[config.mk]
export PLATFORM = sky130hd
export DESIGN_NAME = perceptron_online_trainer_top_flat
export DESIGN_NICKNAME = d
export VERILOG_FILES = /design/src/design/pot_pkg.sv /design/src/design/pot_ifs.sv /design/src/design/pot_mul.sv /design/src/design/perceptron_online_trainer_top.sv /design/src/flat_wrapper.sv
export SDC_FILE = /design/constraint.sdc
export NUM_CORES = 2
export LEC_CHECK = 0
export BUFFER_PORTS_ARGS = -buffer_cell sky130_fd_sc_hd__buf_2
export CAP_MARGIN = 40
export CORE_MARGIN = 4
export CORE_UTILIZATION = 40
export DETAILED_ROUTE_END_ITERATION = 8
export HOLD_SLACK_MARGIN = 0.12
export PLACE_DENSITY_LB_ADDON = 0.08
export SYNTH_ARGS = -nofsm -noshare
export SYNTH_HDL_FRONTEND = slang
export SYNTH_SLANG_ARGS = --single-unit
[constraint.sdc]
create_clock -name clk -period 24 [get_ports clk]
set_input_delay 1.2 -clock clk [delete_from_list [all_inputs] [get_ports clk]]
set_output_delay 1.2 -clock clk [all_outputs]
set_load 0.005 [all_outputs]
[src/design/pot_pkg.sv]
// Shared types, constants and saturation helpers for the perceptron trainer.
`timescale 1ns / 1ps
`default_nettype none
package pot_pkg;

	localparam int FEATURE_COUNT = 16;
	localparam int POS_W         = $clog2(FEATURE_COUNT + 1);
	localparam int IDX_W         = (FEATURE_COUNT > 1) ? $clog2(FEATURE_COUNT) : 1;
	localparam int FEAT_W        = 16;
	localparam int WEIGHT_W      = 32;
	localparam int RATE_W        = 24;
	localparam int SCORE_W       = 48;
	localparam int COUNT_W       = 32;
	localparam int WIDX_W        = 8;
	localparam int FRAC_SHIFT    = 8;
	localparam int MUL_A_W       = WEIGHT_W + 1;
	localparam int PROD_W        = MUL_A_W + FEAT_W;
	localparam int TERM_W        = PROD_W - FRAC_SHIFT;
	localparam logic [RATE_W-1:0] RATE_RESET = RATE_W'(65536);

	typedef enum logic [1:0] {
		OP_TRAIN    = 2'd0,
		OP_CLASSIFY = 2'd1,
		OP_CLEAR    = 2'd2,
		OP_READ     = 2'd3
	} op_t;

	typedef enum logic [3:0] {
		ST_IDLE,
		ST_MUL,
		ST_ACC,
		ST_SCORE,
		ST_URD,
		ST_UMUL,
		ST_UWR,
		ST_BIAS,
		ST_OUT
	} state_t;

	typedef struct packed {
		logic en;
		logic use_rate;
	} mul_ctl_t;

	function automatic logic signed [SCORE_W-1:0] sat_score(input logic signed [SCORE_W:0] v);
		logic signed [SCORE_W-1:0] r;
		if (v[SCORE_W] != v[SCORE_W-1]) begin
			r = v[SCORE_W] ? {1'b1, {(SCORE_W-1){1'b0}}} : {1'b0, {(SCORE_W-1){1'b1}}};
		end else begin
			r = v[SCORE_W-1:0];
		end
		return r;
	endfunction

	function automatic logic signed [WEIGHT_W-1:0] sat_weight(input logic signed [WEIGHT_W:0] v);
		logic signed [WEIGHT_W-1:0] r;
		if (v[WEIGHT_W] != v[WEIGHT_W-1]) begin
			r = v[WEIGHT_W] ? {1'b1, {(WEIGHT_W-1){1'b0}}} : {1'b0, {(WEIGHT_W-1){1'b1}}};
		end else begin
			r = v[WEIGHT_W-1:0];
		end
		return r;
	endfunction

endpackage
`default_nettype wire

[src/design/pot_ifs.sv]
// Handshake channels: sample items, results and learning rate writes.
`timescale 1ns / 1ps
`default_nettype none
interface pot_item_if;
	logic        valid;
	logic        ready;
	logic [1:0]  operation;
	logic signed [15:0] feature;
	logic        label;
	logic        last_element;
	logic [7:0]  weight_index;

	modport source (output valid, operation, feature, label, last_element, weight_index,
		input ready);
	modport sink (input valid, operation, feature, label, last_element, weight_index,
		output ready);
endinterface

interface pot_result_if;
	logic        valid;
	logic        ready;
	logic signed [47:0] score;
	logic        mistake;
	logic        predicted_class;
	logic [31:0] update_total;
	logic signed [31:0] weight_value;

	modport source (output valid, score, mistake, predicted_class, update_total, weight_value,
		input ready);
	modport sink (input valid, score, mistake, predicted_class, update_total, weight_value,
		output ready);
endinterface

interface pot_cfg_if;
	logic        valid;
	logic        ready;
	logic [23:0] learning_rate;

	modport source (output valid, learning_rate, input ready);
	modport sink (input valid, learning_rate, output ready);
endinterface
`default_nettype wire

[src/design/pot_mul.sv]
// Shared signed multiplier with registered product for scoring and weight steps.
`timescale 1ns / 1ps
`default_nettype none
module pot_mul (
	input  wire logic                                  clk,
	input  wire pot_pkg::mul_ctl_t                     ctl,
	input  wire logic signed [pot_pkg::WEIGHT_W-1:0]   weight,
	input  wire logic [pot_pkg::RATE_W-1:0]            rate,
	input  wire logic signed [pot_pkg::FEAT_W-1:0]     operand,
	output logic signed [pot_pkg::PROD_W-1:0]          product
);

	logic signed [pot_pkg::MUL_A_W-1:0] mul_a;
	logic signed [pot_pkg::PROD_W-1:0]  product_q;

	always_comb begin
		if (ctl.use_rate) begin
			mul_a = signed'({{(pot_pkg::MUL_A_W - pot_pkg::RATE_W){1'b0}}, rate});
		end else begin
			mul_a = pot_pkg::MUL_A_W'(weight);
		end
	end

	always_ff @(posedge clk) begin
		if (ctl.en) begin
			product_q <= pot_pkg::PROD_W'(mul_a) * pot_pkg::PROD_W'(operand);
		end
	end

	assign product = product_q;

endmodule
`default_nettype wire

[src/design/perceptron_online_trainer_top.sv]
// Online perceptron trainer: sequencer, weight and sample stores, result register.
// An element below the feature count is accepted, multiplied, then accumulated.
// A last element adds a scoring step and a result step; a mistake adds a read, a multiply
// and a write step per buffered element plus a bias step. One element at a time through
// the shared multiplier. Reset zeroes the model and the sample in progress
// and sets the learning rate to 1.0; the weight store is cleared through its valid bits.
`timescale 1ns / 1ps
`default_nettype none
module perceptron_online_trainer_top (
	input  wire logic   clk,
	input  wire logic   arst_n,
	pot_item_if.sink    items,
	pot_result_if.source results,
	pot_cfg_if.sink     rate_cfg
);

	localparam int FC = pot_pkg::FEATURE_COUNT;

	pot_pkg::state_t state_q, state_d;

	logic [pot_pkg::RATE_W-1:0]          rate_q;
	logic signed [pot_pkg::WEIGHT_W-1:0] bias_q;
	logic [pot_pkg::COUNT_W-1:0]         count_q;
	logic [pot_pkg::POS_W-1:0]           pos_q;
	logic signed [pot_pkg::SCORE_W-1:0]  sum_q;
	logic [pot_pkg::POS_W-1:0]           j_q;
	logic [pot_pkg::POS_W-1:0]           n_q;

	pot_pkg::op_t                        op_q;
	logic signed [pot_pkg::FEAT_W-1:0]   feat_q;
	logic                                label_q;
	logic                                last_q;
	logic [pot_pkg::WIDX_W-1:0]          widx_q;

	logic [pot_pkg::WEIGHT_W-1:0]        weight_mem [FC];
	logic [FC-1:0]                       wvalid_q;
	logic [pot_pkg::WEIGHT_W-1:0]        w_rdata_q;
	logic                                wv_rd_q;
	logic [pot_pkg::FEAT_W-1:0]          sample_mem [FC];
	logic signed [pot_pkg::FEAT_W-1:0]   s_rdata_q;

	logic signed [pot_pkg::SCORE_W-1:0]  score_q;
	logic                                mistake_q;

	logic                                out_valid_q;
	logic signed [pot_pkg::SCORE_W-1:0]  out_score_q;
	logic                                out_mistake_q;
	logic                                out_class_q;
	logic [pot_pkg::COUNT_W-1:0]         out_total_q;
	logic signed [pot_pkg::WEIGHT_W-1:0] out_weight_q;

	pot_pkg::op_t                        in_op;
	logic                                item_xfer;
	logic                                cfg_xfer;
	logic                                pos_room;
	logic                                elem_op;
	logic                                out_free;
	logic                                load_out;
	logic                                in_ready;
	logic                                w_rd_en;
	logic [pot_pkg::IDX_W-1:0]           w_rd_addr;
	logic                                s_wr_en;
	pot_pkg::mul_ctl_t                   mul_ctl;
	logic signed [pot_pkg::FEAT_W-1:0]   mul_operand;
	logic signed [pot_pkg::PROD_W-1:0]   product;

	logic signed [pot_pkg::WEIGHT_W-1:0] w_rd;
	logic signed [pot_pkg::TERM_W-1:0]   term;
	logic signed [pot_pkg::WEIGHT_W-1:0] step;
	logic signed [pot_pkg::SCORE_W:0]    sum_wide;
	logic signed [pot_pkg::SCORE_W:0]    score_wide;
	logic signed [pot_pkg::SCORE_W-1:0]  score_c;
	logic                                mistake_c;
	logic signed [pot_pkg::WEIGHT_W:0]   w_new_wide;
	logic signed [pot_pkg::RATE_W:0]     rate_s;
	logic signed [pot_pkg::WEIGHT_W:0]   bias_wide;
	logic                                widx_in_range;

	assign in_op     = pot_pkg::op_t'(items.operation);
	assign item_xfer = items.valid && in_ready;
	assign cfg_xfer  = rate_cfg.valid && rate_cfg.ready;
	assign pos_room  = pos_q < pot_pkg::POS_W'(FC);
	assign elem_op   = (in_op == pot_pkg::OP_TRAIN) || (in_op == pot_pkg::OP_CLASSIFY);
	assign out_free  = !out_valid_q || results.ready;

	assign items.ready    = in_ready;
	assign rate_cfg.ready = 1'b1;

	assign w_rd       = wv_rd_q ? signed'(w_rdata_q) : '0;
	assign term       = product[pot_pkg::PROD_W-1:pot_pkg::FRAC_SHIFT];
	assign step       = product[pot_pkg::RATE_W+pot_pkg::FEAT_W-1:pot_pkg::FRAC_SHIFT];
	assign sum_wide   = (pot_pkg::SCORE_W+1)'(sum_q) + (pot_pkg::SCORE_W+1)'(term);
	assign score_wide = (pot_pkg::SCORE_W+1)'(sum_q) + (pot_pkg::SCORE_W+1)'(bias_q);
	assign score_c    = pot_pkg::sat_score(score_wide);
	assign mistake_c  = (op_q == pot_pkg::OP_TRAIN) &&
		(label_q ? (score_c[pot_pkg::SCORE_W-1] || (score_c == '0)) : !score_c[pot_pkg::SCORE_W-1]);
	assign w_new_wide = label_q ?
		(pot_pkg::WEIGHT_W+1)'(w_rd) + (pot_pkg::WEIGHT_W+1)'(step) :
		(pot_pkg::WEIGHT_W+1)'(w_rd) - (pot_pkg::WEIGHT_W+1)'(step);
	assign rate_s     = signed'({1'b0, rate_q});
	assign bias_wide  = label_q ?
		(pot_pkg::WEIGHT_W+1)'(bias_q) + (pot_pkg::WEIGHT_W+1)'(rate_s) :
		(pot_pkg::WEIGHT_W+1)'(bias_q) - (pot_pkg::WEIGHT_W+1)'(rate_s);
	assign widx_in_range = widx_q < pot_pkg::WIDX_W'(FC);

	pot_mul u_mul (
		.clk     (clk),
		.ctl     (mul_ctl),
		.weight  (w_rd),
		.rate    (rate_q),
		.operand (mul_operand),
		.product (product)
	);

	always_comb begin
		state_d = state_q;
		case (state_q)
			pot_pkg::ST_IDLE: begin
				if (item_xfer) begin
					case (in_op)
						pot_pkg::OP_CLEAR: state_d = pot_pkg::ST_IDLE;
						pot_pkg::OP_READ:  state_d = pot_pkg::ST_OUT;
						default: begin
							if (pos_room) begin
								state_d = pot_pkg::ST_MUL;
							end else if (items.last_element) begin
								state_d = pot_pkg::ST_SCORE;
							end else begin
								state_d = pot_pkg::ST_IDLE;
							end
						end
					endcase
				end
			end
			pot_pkg::ST_MUL:   state_d = pot_pkg::ST_ACC;
			pot_pkg::ST_ACC:   state_d = last_q ? pot_pkg::ST_SCORE : pot_pkg::ST_IDLE;
			pot_pkg::ST_SCORE: state_d = mistake_c ? pot_pkg::ST_URD : pot_pkg::ST_OUT;
			pot_pkg::ST_URD:   state_d = pot_pkg::ST_UMUL;
			pot_pkg::ST_UMUL:  state_d = pot_pkg::ST_UWR;
			pot_pkg::ST_UWR: begin
				state_d = ((j_q + pot_pkg::POS_W'(1)) == n_q) ? pot_pkg::ST_BIAS : pot_pkg::ST_URD;
			end
			pot_pkg::ST_BIAS:  state_d = pot_pkg::ST_OUT;
			pot_pkg::ST_OUT:   state_d = out_free ? pot_pkg::ST_IDLE : pot_pkg::ST_OUT;
			default:           state_d = pot_pkg::ST_IDLE;
		endcase
	end

	always_comb begin
		in_ready         = (state_q == pot_pkg::ST_IDLE);
		w_rd_en          = 1'b0;
		w_rd_addr        = pos_q[pot_pkg::IDX_W-1:0];
		s_wr_en          = 1'b0;
		mul_ctl.en       = 1'b0;
		mul_ctl.use_rate = 1'b0;
		mul_operand      = feat_q;
		load_out         = 1'b0;
		case (state_q)
			pot_pkg::ST_IDLE: begin
				if (in_op == pot_pkg::OP_READ) begin
					w_rd_addr = items.weight_index[pot_pkg::IDX_W-1:0];
				end
				w_rd_en = item_xfer && ((in_op == pot_pkg::OP_READ) || (elem_op && pos_room));
				s_wr_en = item_xfer && elem_op && pos_room;
			end
			pot_pkg::ST_MUL: begin
				mul_ctl.en = 1'b1;
			end
			pot_pkg::ST_URD: begin
				w_rd_en   = 1'b1;
				w_rd_addr = j_q[pot_pkg::IDX_W-1:0];
			end
			pot_pkg::ST_UMUL: begin
				mul_ctl.en       = 1'b1;
				mul_ctl.use_rate = 1'b1;
				mul_operand      = s_rdata_q;
			end
			pot_pkg::ST_OUT: begin
				load_out = out_free;
			end
			default: begin
			end
		endcase
	end

	always_ff @(posedge clk or negedge arst_n) begin
		if (!arst_n) begin
			state_q     <= pot_pkg::ST_IDLE;
			rate_q      <= pot_pkg::RATE_RESET;
			bias_q      <= '0;
			count_q     <= '0;
			pos_q       <= '0;
			sum_q       <= '0;
			j_q         <= '0;
			n_q         <= '0;
			wvalid_q    <= '0;
			out_valid_q <= 1'b0;
		end else begin
			state_q <= state_d;
			if (cfg_xfer) begin
				rate_q <= rate_cfg.learning_rate;
			end
			case (state_q)
				pot_pkg::ST_IDLE: begin
					if (item_xfer && (in_op == pot_pkg::OP_CLEAR)) begin
						wvalid_q <= '0;
						bias_q   <= '0;
						count_q  <= '0;
						pos_q    <= '0;
						sum_q    <= '0;
					end
				end
				pot_pkg::ST_ACC: begin
					sum_q <= pot_pkg::sat_score(sum_wide);
					pos_q <= pos_q + pot_pkg::POS_W'(1);
				end
				pot_pkg::ST_SCORE: begin
					n_q   <= pos_q;
					pos_q <= '0;
					sum_q <= '0;
					j_q   <= '0;
				end
				pot_pkg::ST_UWR: begin
					wvalid_q[j_q[pot_pkg::IDX_W-1:0]] <= 1'b1;
					j_q <= j_q + pot_pkg::POS_W'(1);
				end
				pot_pkg::ST_BIAS: begin
					bias_q <= pot_pkg::sat_weight(bias_wide);
					if (count_q != '1) begin
						count_q <= count_q + pot_pkg::COUNT_W'(1);
					end
				end
				default: begin
				end
			endcase
			if (load_out) begin
				out_valid_q <= 1'b1;
			end else if (results.ready) begin
				out_valid_q <= 1'b0;
			end
		end
	end

	always_ff @(posedge clk) begin
		if (item_xfer) begin
			op_q    <= in_op;
			feat_q  <= items.feature;
			label_q <= items.label;
			last_q  <= items.last_element;
			widx_q  <= items.weight_index;
		end
		if (w_rd_en) begin
			w_rdata_q <= weight_mem[w_rd_addr];
			wv_rd_q   <= wvalid_q[w_rd_addr];
		end
		if (state_q == pot_pkg::ST_UWR) begin
			weight_mem[j_q[pot_pkg::IDX_W-1:0]] <= pot_pkg::sat_weight(w_new_wide);
		end
		if (s_wr_en) begin
			sample_mem[pos_q[pot_pkg::IDX_W-1:0]] <= items.feature;
		end
		if (state_q == pot_pkg::ST_URD) begin
			s_rdata_q <= sample_mem[j_q[pot_pkg::IDX_W-1:0]];
		end
		if (state_q == pot_pkg::ST_SCORE) begin
			score_q   <= score_c;
			mistake_q <= mistake_c;
		end
		if (load_out) begin
			out_total_q <= count_q;
			if (op_q == pot_pkg::OP_READ) begin
				out_score_q   <= '0;
				out_mistake_q <= 1'b0;
				out_class_q   <= 1'b0;
				out_weight_q  <= widx_in_range ? w_rd : '0;
			end else begin
				out_score_q   <= score_q;
				out_mistake_q <= mistake_q;
				out_class_q   <= !score_q[pot_pkg::SCORE_W-1];
				out_weight_q  <= '0;
			end
		end
	end

	assign results.valid           = out_valid_q;
	assign results.score           = out_score_q;
	assign results.mistake         = out_mistake_q;
	assign results.predicted_class = out_class_q;
	assign results.update_total    = out_total_q;
	assign results.weight_value    = out_weight_q;

`ifndef SYNTH
	a_upd_index: assert property (@(posedge clk) disable iff (!arst_n)
		(state_q == pot_pkg::ST_UWR) |-> (j_q < n_q))
		else $error("update index past sample length");
	a_pos_bound: assert property (@(posedge clk) disable iff (!arst_n)
		pos_q <= pot_pkg::POS_W'(FC))
		else $error("element position beyond feature count");
	a_clear: assert property (@(posedge clk) disable iff (!arst_n)
		(item_xfer && (in_op == pot_pkg::OP_CLEAR)) |=>
		((count_q == '0) && (bias_q == '0) && (pos_q == '0) && (wvalid_q == '0)))
		else $error("clear did not reset the model");
	a_bias_on_mistake: assert property (@(posedge clk) disable iff (!arst_n)
		(state_q == pot_pkg::ST_BIAS) |-> mistake_q)
		else $error("bias step without a mistake");
`endif

endmodule
`default_nettype wire
[src/flat_wrapper.sv]
// flat-port wrapper written by rule: the top's interface ports become plain ports
module perceptron_online_trainer_top_flat 
  (clk, arst_n, items_valid, items_operation, items_feature, items_label, items_last_element, items_weight_index, items_ready, results_valid, results_score, results_mistake, results_predicted_class, results_update_total, results_weight_value, results_ready, rate_cfg_valid, rate_cfg_learning_rate, rate_cfg_ready);
  pot_item_if items_i ();
  pot_result_if results_i ();
  pot_cfg_if rate_cfg_i ();
  input  wire logic clk;
  input  wire logic arst_n;
  input wire logic [$bits(items_i.valid)-1:0] items_valid;
  input wire logic [$bits(items_i.operation)-1:0] items_operation;
  input wire logic [$bits(items_i.feature)-1:0] items_feature;
  input wire logic [$bits(items_i.label)-1:0] items_label;
  input wire logic [$bits(items_i.last_element)-1:0] items_last_element;
  input wire logic [$bits(items_i.weight_index)-1:0] items_weight_index;
  output wire logic [$bits(items_i.ready)-1:0] items_ready;
  output wire logic [$bits(results_i.valid)-1:0] results_valid;
  output wire logic [$bits(results_i.score)-1:0] results_score;
  output wire logic [$bits(results_i.mistake)-1:0] results_mistake;
  output wire logic [$bits(results_i.predicted_class)-1:0] results_predicted_class;
  output wire logic [$bits(results_i.update_total)-1:0] results_update_total;
  output wire logic [$bits(results_i.weight_value)-1:0] results_weight_value;
  input wire logic [$bits(results_i.ready)-1:0] results_ready;
  input wire logic [$bits(rate_cfg_i.valid)-1:0] rate_cfg_valid;
  input wire logic [$bits(rate_cfg_i.learning_rate)-1:0] rate_cfg_learning_rate;
  output wire logic [$bits(rate_cfg_i.ready)-1:0] rate_cfg_ready;
  assign items_i.valid = items_valid;
  assign items_i.operation = items_operation;
  assign items_i.feature = items_feature;
  assign items_i.label = items_label;
  assign items_i.last_element = items_last_element;
  assign items_i.weight_index = items_weight_index;
  assign items_ready = items_i.ready;
  assign results_valid = results_i.valid;
  assign results_score = results_i.score;
  assign results_mistake = results_i.mistake;
  assign results_predicted_class = results_i.predicted_class;
  assign results_update_total = results_i.update_total;
  assign results_weight_value = results_i.weight_value;
  assign results_i.ready = results_ready;
  assign rate_cfg_i.valid = rate_cfg_valid;
  assign rate_cfg_i.learning_rate = rate_cfg_learning_rate;
  assign rate_cfg_ready = rate_cfg_i.ready;
  perceptron_online_trainer_top u_core (.clk(clk), .arst_n(arst_n), .items(items_i), .results(results_i), .rate_cfg(rate_cfg_i));
endmodule
==> results.json <==
{
  "drt_iter0_markers": 4393,
  "status": "complete, no violations",
  "synth_top_family_by_area": "adder cells",
  "cp_slowest_cell": "dfrtp_1",
  "cp-startpoint": "u_core.state_q[2]",
  "synth_compound_area_share_pct": 11.3,
  "hold_viol": 0,
  "design_area_um2": 84300,
  "final_cell_mix": "edfxtp_1, nand2_1, inv_1, nor2_1, fa_1",
  "portBuffers": 172,
  "drtAntennaViolNets": 0,
  "max_freq_mhz": 111,
  "cts_sinks": 1217,
  "die_w_um": 441,
  "synthTopCellsByArea": "edfxtp_1, fa_1, dfrtp_1",
  "start_util_pct": 40.3,
  "crit_required_ns": 24.48,
  "netlist_instances": 6645,
  "finalNetCount": 7667,
  "multi_input_area_um2": 35900,
  "clkTransAtPathRegs_ns": 0.06,
  "hold_path_class": "in -> async",
  "dp.final_hpwl_um": 168000,
  "final.setup.tns_ns": 0,
  "grt_use_total_pct": 24.5,
  "reg2regPathDepth": 26,
  "synthArstFlopShare_pct": 14.1,
  "drv_cap": 0,
  "htreeDepth": 4,
  "synth_warnings": 0,
  "dr.pass1.iters": 7,
  "ys_types": 95,
  "ys_ff_latch": 1217,
  "crit_type": "reg -> reg",
  "relSlewSlack_pct": 26.7,
  "grt_pass1_vias": 52500,
  "rsz0062_at_grt": "no",
  "synth_edf_count": 1045,
  "seqCellArea_um2": 35700,
  "antenna_found_initial": 12,
  "clock_tree.root_cell": "clkbuf_16",
  "synth_area_per_cell_um2": 11.3,
  "syn_area_um2": 75000,
  "nFillCells": 17300,
  "setup_viol": 0,
  "yosysTopAreaCellShare_pct": 41.8,
  "ctsHoldBuffers": 0,
  "cts_buffers": 142,
  "muxShareOfSynthArea_pct": 3.16,
  "synth_fp_nets": 7481,
  "r2r-start": "u_core.state_q[2]",
  "end_kind": "flip-flop",
  "die_area_um2": 195000,
  "place_congestion": 0.924,
  "viasPerCell": 5.53,
  "synthSimpleGateAreaFrac_pct": 12.0,
  "dr_total_vias": 52100,
  "cp-start-kind": "flip-flop",
  "overflow": 0,
  "syn2layout_area_growth_pct": 12.4,
  "fp.dieH_um": 441,
  "place_area_um2": 79700,
  "num_rows": 158,
  "synth_adder_area_share_pct": 18.1,
  "synth-xor-area-share_pct": 3.02,
  "drive_above_1_share_pct": 11.0,
  "post-route-period-util_pct": 37.5,
  "core_area_um2": 186000,
  "cts-resized-gates": 0,
  "tightest_slew_ns": 1.10,
  "skew_ns": 0.0651,
  "drv_slew": 0,
  "pin_count": 174,
  "grt_first_pass_wirelength_um": 352000,
  "clk_latency_ns": 0.80,
  "grt_max_degree": 208,
  "critPathArrivalTime_ns": 9.47,
  "fin_crit_ns": 8.99,
  "crit_path_max_fanout": 62,
  "synth_area_leader_cell": "edfxtp_1",
  "cpPeakStageDelay_ns": 0.65,
  "path_common_cell": "fa_1",
  "synthFlopType": "edfxtp_1",
  "wl_per_cell_um": 25.4,
  "tritoncts": "built",
  "drcViolationCount": 0,
  "ys_seq_area_share_pct": 47.6,
  "cts_buffer_depth": 3,
  "cts_setup_buffers": 0,
  "layout_commonest_cell": "edfxtp_1",
  "drt_wl_total_um": 239000
}
## stage by stage
stage	setup WS, ns	std cells	utilization (%)	hold slack (ns)
floorplan	16.43	6645	-	0.448
global placement	14.57	9114	42.5	0.474
finish	15.01	9431	45.3	0.432
detailed placement	15.14	9167	42.8	0.475
global route	14.65	9428	45.3	0.444
CTS	15.07	9428	45.3	0.412
## logic make-up after synthesis
logic type	after synthesis
AO/OA/AOI/OAI	1273
AND/OR/NAND/NOR	2001
adder cells (fa/ha/maj)	787
XOR/XNOR	259
multiplexers	133
other	1
flip-flops	1217
buffers and inverters	974
## cell usage after synthesis, types with 31 or more instances
cell and number:
xnor2_1 133, xor2_1 126, nand2_1 876, and2_1 229
a211oi_1 188, clkbuf_1 265, nand3_1 62, dfrtp_1 171
fa_1 495, o21bai_1 31, nor2b_1 34, mux4_2 80
a311oi_1 73, ha_1 284, edfxtp_1 1045, nor2_1 536
nand4_1 42, a21o_1 101, a31oi_1 102, a21oi_1 307
nor3_1 49, and3_1 36, inv_1 664, o21a_1 40
a221o_1 31, o21ai_0 193
## worst paths after layout
kind,end,slack (ns)
min in group clk,u_core.results.update_total[26],0.48
hold reg to reg,u_core.results.update_total[26],0.48
setup reg to reg,u_core.u_mul.product[48],15.01
hold / removal,u_core.count_q[18],0.43
max in group asynchronous,u_core.j_q[0],22.16
setup / recovery,u_core.u_mul.product[48],15.01
## registers in the layout, summed over array words and instances (netlist names), 16 cells and up
signal,cells
u_core.weight_mem,512
u_core.sample_mem,256
u_core.results.score,48
u_core.score_q,48
u_core.sum_q,48
u_core.u_mul.product,41
u_core.bias_q,32
u_core.count_q,32
u_core.results.update_total,32
u_core.results.weight_value,32
u_core.w_rdata_q,32
u_core.rate_q,24
u_core.feat_q,16
u_core.s_rdata_q,16
u_core.wvalid_q,16
## routing by layer
| layer | share of wire (%) | global-route usage [%] | routed length (um) | vias to the layer above |
|---|---|---|---|---|
| met5 | 0.037 | 0 | 88 | - |
| met4 | 3.7 | 8.39 | 8770 | 14 |
| met3 | 5.5 | 3.69 | 13200 | 359 |
| met2 | 48 | 40.4 | 115000 | 1555 |
| met1 | 43 | 33.2 | 102000 | 26600 |
| li1 | - | - | - | 23600 |
## critical path: cells and delay by family, from the launching register on
family | cells | cell delay [ns]
simple gates | 6 | 1.56
flops | 1 | 0.65
xor+xnor | 1 | 0.13
buf+inv | 4 | 0.84
compound gates | 8 | 2.05
fa+ha+maj | 7 | 3.42
## area by class of cell
| cell class | instances | area share, % |
|---|---|---|
| multi-input combinational | 4454 | 42.6 |
| antenna | 3 | 0.00891 |
| clock inverter | 62 | 0.871 |
| tap | 2480 | 3.68 |
| sequential | 1217 | 42.3 |
| clock buffer | 199 | 4.59 |
| inverter | 665 | 2.96 |
| timing repair buffer | 351 | 2.93 |
Power is left out: the tool's default activity adds up to more than one toggle a clock period on the data nets, which glitch-free logic cannot reach.
